==> src/rtl/fifo_frame_allocator_assert.svh <==
// Assertion macros for the FIFO frame allocator.
// Used by the top level; needs i_clk and i_rst_n in the including scope.
`ifndef FIFO_FRAME_ALLOCATOR_ASSERT_SVH
`define FIFO_FRAME_ALLOCATOR_ASSERT_SVH

`ifndef SYNTHESIS

`define FFA_ASSERT(lbl, prop) \
    lbl: assert property (@(posedge i_clk) disable iff (!i_rst_n) prop) \
        else $error("ffa assertion failed");

`define FFA_ASSERT_RST(lbl, prop) \
    lbl: assert property (@(posedge i_clk) prop) \
        else $error("ffa reset assertion failed");

`else

`define FFA_ASSERT(lbl, prop)

`define FFA_ASSERT_RST(lbl, prop)

`endif

`endif

==> src/rtl/ffa_pkg.sv <==
// Shared types and constants for the FIFO frame allocator.
// No dependencies.
`default_nettype none

package ffa_pkg;

    localparam int MAX_FRAMES_DEF = 64;
    localparam int PAGE_W         = 20;
    localparam int THREAD_W       = 6;
    localparam int FRAME_OUT_W    = 6;
    localparam int CFG_W          = 7;
    localparam int APB_ADDR_W     = 3;
    localparam int APB_DATA_W     = 32;

    localparam logic [CFG_W-1:0] FRAME_COUNT_RST = 7'd64;

    // register index, taken from paddr[2]
    localparam logic REG_FRAME_COUNT = 1'b0;

    typedef enum logic {
        ST_IDLE,
        ST_WORK
    } t_state;

    typedef struct packed {
        logic shift;
        logic load;
    } t_cell_ctrl;

    typedef struct packed {
        logic pop;
        logic push;
    } t_queue_cmd;

endpackage

`default_nettype wire

==> src/rtl/ffa_cell.sv <==
// One queue cell: holds one occupant entry, loads new data or takes its neighbor's.
// Depends on ffa_pkg.
`default_nettype none

module ffa_cell #(
    parameter int WIDTH = 1
) (
    input  wire logic                i_clk,
    input  wire ffa_pkg::t_cell_ctrl i_ctrl,
    input  wire logic [WIDTH-1:0]    i_load_data,
    input  wire logic [WIDTH-1:0]    i_next_data,
    output logic      [WIDTH-1:0]    o_data
);

    logic [WIDTH-1:0] r_data;
    logic [WIDTH-1:0] n_data;

    always_comb begin
        n_data = r_data;
        if (i_ctrl.load) begin
            n_data = i_load_data;
        end else if (i_ctrl.shift) begin
            n_data = i_next_data;
        end
    end

    always_ff @(posedge i_clk) begin
        r_data <= n_data;
    end

    assign o_data = r_data;

endmodule

`default_nettype wire

==> src/rtl/ffa_queue.sv <==
// Occupant queue built as a row of ffa_cell; the oldest entry sits in cell 0.
// Depends on ffa_pkg and ffa_cell.
`default_nettype none

module ffa_queue #(
    parameter  int DEPTH = 1,
    parameter  int WIDTH = 1,
    localparam int CNT_W = $clog2(DEPTH + 1)
) (
    input  wire logic                i_clk,
    input  wire logic                i_rst_n,
    input  wire ffa_pkg::t_queue_cmd i_cmd,
    input  wire logic [WIDTH-1:0]    i_data,
    output logic      [WIDTH-1:0]    o_head,
    output logic      [CNT_W-1:0]    o_fill
);

    logic [CNT_W-1:0]    r_fill;
    logic [CNT_W-1:0]    n_fill;
    logic [CNT_W-1:0]    w_wpos;
    logic [WIDTH-1:0]    w_cell_q [DEPTH];
    logic [WIDTH-1:0]    w_next   [DEPTH];
    ffa_pkg::t_cell_ctrl w_ctrl   [DEPTH];

    // on a pop everything moves one cell toward the head first
    assign w_wpos = i_cmd.pop ? (r_fill - CNT_W'(1)) : r_fill;

    for (genvar g = 0; g < DEPTH; g++) begin : g_cell
        if (g == DEPTH - 1) begin : g_last
            assign w_next[g] = w_cell_q[g];
        end else begin : g_mid
            assign w_next[g] = w_cell_q[g+1];
        end

        assign w_ctrl[g].shift = i_cmd.pop;
        assign w_ctrl[g].load  = i_cmd.push && (w_wpos == CNT_W'(g));

        ffa_cell #(
            .WIDTH (WIDTH)
        ) u_cell (
            .i_clk       (i_clk),
            .i_ctrl      (w_ctrl[g]),
            .i_load_data (i_data),
            .i_next_data (w_next[g]),
            .o_data      (w_cell_q[g])
        );
    end

    always_comb begin
        n_fill = r_fill;
        if (i_cmd.push && !i_cmd.pop) begin
            n_fill = r_fill + CNT_W'(1);
        end else if (i_cmd.pop && !i_cmd.push) begin
            n_fill = r_fill - CNT_W'(1);
        end
    end

    always_ff @(posedge i_clk) begin
        if (!i_rst_n) begin
            r_fill <= '0;
        end else begin
            r_fill <= n_fill;
        end
    end

    assign o_head = w_cell_q[0];
    assign o_fill = r_fill;

endmodule

`default_nettype wire

==> src/rtl/fifo_frame_allocator.sv <==
// FIFO frame allocator top level: control, configuration port, output register.
// Depends on ffa_pkg, ffa_queue and fifo_frame_allocator_assert.svh.
//
//   channel  direction  handshake                 payload
//   in       to block   i_in_valid / o_in_stall   i_page_number, i_thread_id
//   out      from block o_out_valid / i_out_stall o_frame, o_evicted,
//                                                 o_evicted_page, o_evicted_thread
//   cfg      to block   APB psel/penable/pready   frame_count at address 0
//
// Per request: the accepting edge captures the request, then the work state does the
// queue read-modify-write and loads the output register; a new request is taken only
// back in the idle state. Frames are handed out in ascending order, so the queue fill
// count is also the next free frame. Reset (synchronous) empties the queue. A held
// result stalls the work state of the next request until it is taken.
`default_nettype none

`include "fifo_frame_allocator_assert.svh"

module fifo_frame_allocator #(
    parameter int MAX_FRAMES = ffa_pkg::MAX_FRAMES_DEF
) (
    input  wire logic                               i_clk,
    input  wire logic                               i_rst_n,

    input  wire logic                               i_in_valid,
    output logic                                    o_in_stall,
    input  wire logic [ffa_pkg::PAGE_W-1:0]         i_page_number,
    input  wire logic [ffa_pkg::THREAD_W-1:0]       i_thread_id,

    output logic                                    o_out_valid,
    input  wire logic                               i_out_stall,
    output logic      [ffa_pkg::FRAME_OUT_W-1:0]    o_frame,
    output logic                                    o_evicted,
    output logic      [ffa_pkg::PAGE_W-1:0]         o_evicted_page,
    output logic      [ffa_pkg::THREAD_W-1:0]       o_evicted_thread,

    input  wire logic                               psel,
    input  wire logic                               penable,
    input  wire logic                               pwrite,
    input  wire logic [ffa_pkg::APB_ADDR_W-1:0]     paddr,
    input  wire logic [ffa_pkg::APB_DATA_W-1:0]     pwdata,
    output logic      [ffa_pkg::APB_DATA_W-1:0]     prdata,
    output logic                                    pready
);

    localparam int FRAME_W = (MAX_FRAMES > 1) ? $clog2(MAX_FRAMES) : 1;
    localparam int CNT_W   = $clog2(MAX_FRAMES + 1);
    localparam int ENTRY_W = FRAME_W + ffa_pkg::PAGE_W + ffa_pkg::THREAD_W;
    localparam int LIM_W   = (CNT_W > ffa_pkg::CFG_W) ? CNT_W : ffa_pkg::CFG_W;

    ffa_pkg::t_state                  r_state;
    ffa_pkg::t_state                  n_state;
    logic [ffa_pkg::PAGE_W-1:0]       r_page;
    logic [ffa_pkg::THREAD_W-1:0]     r_thread;
    logic [ffa_pkg::CFG_W-1:0]        r_frame_count;

    logic                             r_out_valid;
    logic [ffa_pkg::FRAME_OUT_W-1:0]  r_frame;
    logic                             r_evicted;
    logic [ffa_pkg::PAGE_W-1:0]       r_ev_page;
    logic [ffa_pkg::THREAD_W-1:0]     r_ev_thread;

    logic                             w_in_acc;
    logic                             w_out_free;
    logic                             w_work;
    logic                             w_found;
    logic                             w_cfg_wr;
    logic                             w_reg_idx;
    logic [LIM_W-1:0]                 w_cfg;
    logic [LIM_W-1:0]                 w_limit;
    logic [CNT_W-1:0]                 w_fill;
    logic [ENTRY_W-1:0]               w_head;
    logic [ENTRY_W-1:0]               w_entry;
    logic [FRAME_W-1:0]               w_head_frame;
    logic [FRAME_W-1:0]               w_new_frame;
    ffa_pkg::t_queue_cmd              w_cmd;

    // ---------------- configuration port ----------------
    assign pready    = 1'b1;
    assign w_reg_idx = paddr[2];
    assign w_cfg_wr  = psel && penable && pwrite && pready;

    always_comb begin
        prdata = '0;
        if (w_reg_idx == ffa_pkg::REG_FRAME_COUNT && paddr[1:0] == 2'b00) begin
            prdata = ffa_pkg::APB_DATA_W'(r_frame_count);
        end
    end

    always_ff @(posedge i_clk) begin
        if (!i_rst_n) begin
            r_frame_count <= ffa_pkg::FRAME_COUNT_RST;
        end else if (w_cfg_wr && w_reg_idx == ffa_pkg::REG_FRAME_COUNT) begin
            r_frame_count <= pwdata[ffa_pkg::CFG_W-1:0];
        end
    end

    // zero counts as one, above the built size saturates
    assign w_cfg = LIM_W'(r_frame_count);

    always_comb begin
        w_limit = w_cfg;
        if (w_cfg == '0) begin
            w_limit = LIM_W'(1);
        end else if (w_cfg > LIM_W'(MAX_FRAMES)) begin
            w_limit = LIM_W'(MAX_FRAMES);
        end
    end

    // ---------------- control ----------------
    assign w_out_free = !r_out_valid || !i_out_stall;
    assign w_in_acc   = i_in_valid && !o_in_stall;

    always_comb begin
        n_state    = r_state;
        o_in_stall = 1'b1;
        w_work     = 1'b0;
        case (r_state)
            ffa_pkg::ST_IDLE: begin
                o_in_stall = 1'b0;
                if (i_in_valid) begin
                    n_state = ffa_pkg::ST_WORK;
                end
            end
            ffa_pkg::ST_WORK: begin
                if (w_out_free) begin
                    w_work  = 1'b1;
                    n_state = ffa_pkg::ST_IDLE;
                end
            end
            default: begin
                n_state = ffa_pkg::ST_IDLE;
            end
        endcase
    end

    always_ff @(posedge i_clk) begin
        if (!i_rst_n) begin
            r_state <= ffa_pkg::ST_IDLE;
        end else begin
            r_state <= n_state;
        end
    end

    always_ff @(posedge i_clk) begin
        if (w_in_acc) begin
            r_page   <= i_page_number;
            r_thread <= i_thread_id;
        end
    end

    // ---------------- queue ----------------
    assign w_found      = LIM_W'(w_fill) < w_limit;
    assign w_head_frame = w_head[ENTRY_W-1 -: FRAME_W];
    assign w_new_frame  = w_found ? FRAME_W'(w_fill) : w_head_frame;
    assign w_entry      = {w_new_frame, r_page, r_thread};
    assign w_cmd.pop    = w_work && !w_found;
    assign w_cmd.push   = w_work;

    ffa_queue #(
        .DEPTH (MAX_FRAMES),
        .WIDTH (ENTRY_W)
    ) u_queue (
        .i_clk   (i_clk),
        .i_rst_n (i_rst_n),
        .i_cmd   (w_cmd),
        .i_data  (w_entry),
        .o_head  (w_head),
        .o_fill  (w_fill)
    );

    // ---------------- output register ----------------
    always_ff @(posedge i_clk) begin
        if (!i_rst_n) begin
            r_out_valid <= 1'b0;
        end else if (w_work) begin
            r_out_valid <= 1'b1;
        end else if (!i_out_stall) begin
            r_out_valid <= 1'b0;
        end
    end

    always_ff @(posedge i_clk) begin
        if (w_work) begin
            r_frame   <= ffa_pkg::FRAME_OUT_W'(w_new_frame);
            r_evicted <= !w_found;
            if (w_found) begin
                r_ev_page   <= '0;
                r_ev_thread <= '0;
            end else begin
                r_ev_page   <= w_head[ffa_pkg::THREAD_W +: ffa_pkg::PAGE_W];
                r_ev_thread <= w_head[ffa_pkg::THREAD_W-1:0];
            end
        end
    end

    assign o_out_valid      = r_out_valid;
    assign o_frame          = r_frame;
    assign o_evicted        = r_evicted;
    assign o_evicted_page   = r_ev_page;
    assign o_evicted_thread = r_ev_thread;

    // ---------------- assertions ----------------
    `FFA_ASSERT(a_fill_bound, w_fill <= CNT_W'(MAX_FRAMES))
    `FFA_ASSERT(a_evict_nonempty, w_cmd.pop |-> (w_fill != '0))
    `FFA_ASSERT(a_result_from_work, $rose(r_out_valid) |-> $past(r_state == ffa_pkg::ST_WORK))
    `FFA_ASSERT_RST(a_reset_empty, !i_rst_n |=> (w_fill == '0 && !r_out_valid))

endmodule

`default_nettype wire

==> config.mk <==
export PLATFORM = sky130hd
export DESIGN_NAME = fifo_frame_allocator
export DESIGN_NICKNAME = d
export VERILOG_FILES = /design/src/rtl/ffa_pkg.sv /design/src/rtl/ffa_cell.sv /design/src/rtl/ffa_queue.sv /design/src/rtl/fifo_frame_allocator.sv
export VERILOG_INCLUDE_DIRS = /design/src /design/src/rtl
export SDC_FILE = /design/constraint.sdc
export NUM_CORES = 2
export LEC_CHECK = 0
export BUFFER_PORTS_ARGS = -buffer_cell sky130_fd_sc_hd__buf_2
export CORE_MARGIN = 4
export CORE_UTILIZATION = 40
export CTS_CLUSTER_DIAMETER = 100
export DETAILED_ROUTE_END_ITERATION = 8
export PLACE_DENSITY_LB_ADDON = 0.25
export SETUP_SLACK_MARGIN = 0.05
export SYNTH_ARGS = -nofsm -noshare
export SYNTH_HDL_FRONTEND = slang
export SYNTH_SLANG_ARGS = --single-unit
==> constraint.sdc <==
create_clock -name i_clk -period 7.3 [get_ports i_clk]
set_input_delay 1.095 -clock i_clk [delete_from_list [all_inputs] [get_ports i_clk]]
set_output_delay 1.095 -clock i_clk [all_outputs]
set_load 0.005 [all_outputs]
======== After elaboration in Yosys (flattened, before gate mapping) ========
Cells that the tools add are included.
word-level totals
  flip-flop bits (word level) ............. 2123
  output and inout bits ................... 68
operators by class
  reduce and logical (&&, ||, !) cells .... 145
  multiplexer cells ....................... 141
  bitwise gates (word level) .............. 2
  eq/ne operators ......................... 64
  order comparisons ....................... 2
  add/sub/neg operators ................... 2
operators with widths
  operator               count
  $mux W32               126
  $eq A7 B6 Y1 const B   32
  $reduce_bool A2 Y1     64
  $eq A7 B5 Y1 const B   16
  $logic_and A1 B1 Y1    72
  $eq A7 B4 Y1 const B   8
  $mux W7                6
  $eq A7 B3 Y1 const B   4
  $eq A7 B2 Y1 const B   2
  $logic_not A7 Y1       2
  $add A7 B1 Y7 const B  1
  $eq A7 B1 Y1 const B   1
  $gt A7 B7 Y1 const B   1
  $lt A7 B7 Y1           1
  $mux W1                7
  $sub A7 B1 Y7 const B  1
  $mux W6                1
  $logic_not A1 Y1       5
  $logic_not A2 Y1       1
  $ne A2 B1 Y1 const B   1
  $not A1 Y1             2
  $pmux W1 S2            1
  $logic_or A1 B1 Y1     1

======== Longest topological paths before layout ========
  depth after elaboration ................. 10
  mapped depth ............................ 14
  depth with buffers taken out ............ 11

======== Cells and area by module ========
Synthesis repeated with hierarchy kept, for this count alone.
unflattened totals
  cells, all modules ...................... 4801
  area total of the unflattened synthesis .. 100582.7 um2
modules (own cells, without submodules)
  module                cells an instance  area an instance (um2)  instances
  ffa_cell              69                 1507.7                  64
  fifo_frame_allocator  186                2802.7                  1
  ffa_queue             199                1287.5                  1

======== Least setup slack after synthesis ========
No wires, ideal clock.
  path kind ............................... in2reg
  from .................................... input port i_out_stall
  to ...................................... register u_queue.g_cell[51].u_cell.r_data[0] (enable)
  arrival time ............................ 5495 ps
  path buffers ............................ 2
  library setup time ...................... 466 ps
  required time ........................... 6834 ps
  cell stages on the path ................. 8
  slack ................................... 1340 ps
  cells stage by stage .................... nand2_1 nand2_1 inv_1 buf_1 a41o_1 clkbuf_1 o21ai_0 o21ai_0
on the way
  word-level cells in the longest chain between the ends .. 9
RTL lines
  element                           RTL line                     text
  start, declared                   fifo_frame_allocator.sv:31   input wire logic i_out_stall,
  $logic_not A1 Y1 (*)              --
  $logic_or A1 B1 Y1 (*)            fifo_frame_allocator.sv:111  assign w_out_free = !r_out_valid || !i_out_stall;
  $mux W1 (*)                       fifo_frame_allocator.sv:126  if (w_out_free) begin
  $mux W1 (*)                       fifo_frame_allocator.sv:118  case (r_state)
  named net w_work                  fifo_frame_allocator.sv:65   logic w_work;
  $logic_and A1 B1 Y1               fifo_frame_allocator.sv:157  assign w_cmd.pop = w_work && !w_found;
  $mux W7                           ffa_queue.sv:26              assign w_wpos = i_cmd.pop ? (r_fill - CNT_W'(1)) : r_fill;
  $eq A7 B6 Y1                      ffa_queue.sv:36              assign w_ctrl[g].load = i_cmd.push && (w_wpos == CNT_W'(g));
  $logic_and A1 B1 Y1               ffa_queue.sv:36
  $reduce_bool A2 Y1 (no line) (*)  --
  end signal, assigned              ffa_cell.sv:28               r_data <= n_data;
  end, declared                     ffa_cell.sv:15               logic [WIDTH-1:0] r_data;
The timed path passes the listed nets; every way through them passes the cells marked *.
A chain may end at the register's enable or synchronous reset.

======== Worst setup path after layout ========
  from .................................... register r_frame_count[6] (netlist name)
  to ...................................... register u_queue.g_cell[49].u_cell.r_data[24] (enable)
on the way
  word-level cells in the longest chain between the ends .. 10
RTL lines
  element                           RTL line                     text
  start, declared                   fifo_frame_allocator.sv:55   logic [ffa_pkg::CFG_W-1:0] r_frame_count;
  start signal, assigned            fifo_frame_allocator.sv:92   r_frame_count <= ffa_pkg::FRAME_COUNT_RST;
  start signal, assigned            fifo_frame_allocator.sv:94   r_frame_count <= pwdata[ffa_pkg::CFG_W-1:0];
  $gt A7 B7 Y1                      fifo_frame_allocator.sv:105  end else if (w_cfg > LIM_W'(MAX_FRAMES)) begin
  $mux W7                           fifo_frame_allocator.sv:105
  $mux W7 (*)                       fifo_frame_allocator.sv:103  if (w_cfg == '0) begin
  $lt A7 B7 Y1 (*)                  fifo_frame_allocator.sv:153  assign w_found = LIM_W'(w_fill) < w_limit;
  $logic_not A1 Y1 (*)              fifo_frame_allocator.sv:157
  $logic_and A1 B1 Y1 (*)           fifo_frame_allocator.sv:157
  $mux W7                           ffa_queue.sv:26
  $eq A7 B6 Y1                      ffa_queue.sv:36
  $logic_and A1 B1 Y1               ffa_queue.sv:36
  $reduce_bool A2 Y1 (no line) (*)  --
  end signal, assigned              ffa_cell.sv:28
  end, declared                     ffa_cell.sv:15
Mark *: on every way between the ends. The rest lies on a longest branch, timed or not.

==> metrics.txt <==
status complete, no violations; wire length on met2 95.9 mm; Final Worst Setup Slack 1.64 ns; Min-Delay Path Class in2reg; Final period util 0.775; Placed Instance Area 94,400 um2; met3 routed WL 12.2 mm; DRT antenna net count 0; drt first pass iters 6; Clk pin slew, worst setup/hold paths around 0.060 ns; Cell Rows 174; Post-CTS Resized 0; most frequent cells in the layout edfxtp_1 (2,107), mux2_2 (2,007), clkbuf_16 (217), buf_4 (140), buf_2 (84); unrepaired setup endpoints after global routing no; vias in the first global route 44,700; critical path arrival a little over 6 ns; Worst EP required 7.72 ns; area grow syn2layout 10.7%; CTS Sinks between 2,000 and 2,500; Detailed Route Iter0 Violations 3,702; PD cells roughly 240 nW/um2; Die Wd approximately 490 um; max-slew violations 0; Crit. End Element flop; DRT met1 WL 87.2 mm; Non-Filler Instances 8,126; Critical Path Slowest Stage Cell or2_2; Worst Setup Start Kind flop; Port-buffer cells between 80 and 90; worst-margin pin slew roughly 1.3 ns; Worst slew margin 0.166; setup violators final 0; Overall Global Routing Usage 0.167; worst r2r path cells 11; post-DP HPWL 117 mm; CTS Buf Count 209; syn_area_per_cell 18.3 um2; first-pass GRT wire length 298 mm; CTS max path bufs 3; Worst Path Max Fanout 33; Final nets around 5,000; uppermost layer routed met4; Setup Skew 0.0511 ns; placed insts 7,739; via count around 43,000; Synth warnings 0; die span in y 485 um; post-layout util 0.447; MaxCap Viol Count 0; critical path's largest stage delay 0.82 ns; Setup TNS 0 ns; CTS tree built; Max H-tree Level 4; drt wl/cell 24.7 um; Worst-Skew Late Latency about 0.8 ns; core area 226,000 um2; Final Instance Area 101,000 um2; Post-Syn Instances 4,985; commonest non-fill, non-tap cell in the layout edfxtp_1; share of cells above drive strength 1 0.506; clk root buf clkbuf_16; largest net degree at the start of global routing 66; Lkg Pwr 32.4 nW; Worst Setup Path Type reg2reg; commonest register cell after synthesis edfxtp_1; initial antenna violation count 11; worst hold stages 1; Post-CTS Setup Inserts 0; #FFs+latches synth approximately 2,100; full die area 236,000 um2; WL final 201 mm; drt drc 0; drt via density around 5.3; synthesized cell area 91,100 um2; count of cell types in the netlist 62; CTS Hold Bufs 0; Initial Util 0.404; Seq/Total Area, Yosys 0.698; pre-CTS setup slack 1.76 ns; Final Hold Fails 0; FMAX 177 MHz; Overflow after GRT 0; ys async rst share 0; crit path cell chain inv_1 -> nand2_1 -> ha_1 -> o311ai_0 -> o211ai_1 -> nand2_1 -> inv_1 -> mux2_2 -> a211oi_4 -> buf_4 -> or2_2; IO Pins 136; EDFF count, synth 2,107; worst vdd ir 0.225 mV; Period minus WS final 5.66 ns; routability cong. 0.862
-- flip-flops by register name (all words and copies together) (netlist names) --
| name | flops |
|---|---|
| r_page | 20 |
| r_thread | 6 |
| u_queue.g_cell.u_cell.o_data | 2048 |
| o_evicted_page | 20 |
| o_evicted_thread | 6 |
| o_evicted | 1 |
| o_frame | 6 |
| u_queue.o_fill | 7 |
| r_state | 1 |
| o_out_valid | 1 |
| r_frame_count | 7 |
-- worst paths after layout --
check,start,end,slack [ns]
setup / recovery,r_frame_count[6],u_queue.g_cell[49].u_cell.o_data[24],1.64
setup reg to reg,r_frame_count[6],u_queue.g_cell[49].u_cell.o_data[24],1.64
hold reg to reg,u_queue.g_cell[39].u_cell.o_data[4],u_queue.g_cell[38].u_cell.o_data[4],0.52
hold / removal,i_page_number[16],r_page[16],0.45
-- logic make-up (layout without fill, tap and decap cells) --
family	after synthesis	count (layout)	share of synthesized area
compound gates	65	65	0.00689
xor+xnor	9	9	0.000865
fa+ha+maj	8	8	0.00110
buf+inv	493	611	0.0258
flops	2123	2123	0.698
mux	2034	2034	0.251
other cells	2	33	0.0000824
simple gates	251	251	0.0161
-- cell usage after synthesis, types with 3 or more instances --
master	n	share of area
nand2_1	66	0.0027
nor4_2	8	0.0011
o211a_1	4	0.00044
nor2b_1	15	0.0010
nand2b_1	3	0.00021
and3_1	30	0.0021
dfxtp_1	16	0.0035
or2_2	34	0.0023
ha_1	8	0.0011
inv_1	7	0.00029
mux2i_1	12	0.0013
clkbuf_1	238	0.0098
xor2_1	3	0.00029
nand4_1	12	0.00082
mux2_1	13	0.0016
or3_1	4	0.00027
and2_1	16	0.0011
edfxtp_1	2107	0.69
nor3_1	7	0.00038
and4_1	10	0.00096
a2111oi_4	8	0.0024
buf_2	148	0.0081
a21oi_1	6	0.00033
nor3_2	3	0.00033
xnor2_1	6	0.00058
a211oi_2	4	0.00055
buf_4	36	0.0030
mux2_2	2007	0.25
nor2_1	14	0.00058
nand3_1	19	0.0010
buf_6	22	0.0027
o21ai_0	18	0.00099
o31ai_1	4	0.00033
buf_1	41	0.0017
-- per-stage QoR --
stage,total power [W],hold WS (ns)
final,0.0242,0.453
after global routing,0.0251,0.383
after CTS,0.0245,0.364
after detailed placement,0.0142,0.513
after global placement,0.0142,0.510
after floorplan,0.0139,0.424
-- metal layers --
| layer | GRT usage | vias up |
|---|---|---|
| met3 | 0.0385 | 307 |
| met2 | 0.274 | 1095 |
| li1 | - | 19200 |
| met4 | 0.0482 | 0 |
| met5 | 0 | - |
| met1 | 0.222 | 22300 |
-- critical path: cells and delay by family (launching register included) --
family / cells / cell delay, ns
AND/OR/NAND/NOR: 3 / 1.46
buffers and inverters: 3 / 1.43
AO/OA/AOI/OAI: 3 / 1.10
multiplexers: 1 / 0.58
flip-flops: 1 / 0.34
adder cells (fa/ha/maj): 1 / 0.30
-- power breakdown --
part | leakage, nW | switching (W) | internal [W] | total (W)
Sequential | 19.1 | 0.0000792 | 0.0133 | 0.0134
Clock | 3.18 | 0.00452 | 0.00577 | 0.0103
Combinational | 10.1 | 0.000419 | 0.000120 | 0.000539
-- cell type report --
class / instances / area, um2
Multi-Input combinational cell: 2393 / 25500
Inverter: 7 / 26.3
Sequential cell: 2123 / 63600
Tap cell: 2992 / 3740
Clock inverter: 103 / 758
Fill cell: 19200 / 125000
Timing Repair Buffer: 224 / 1470
Antenna cell: 7 / 17.5
Clock buffer: 277 / 5720
Power figures use the tool's default switching activity.
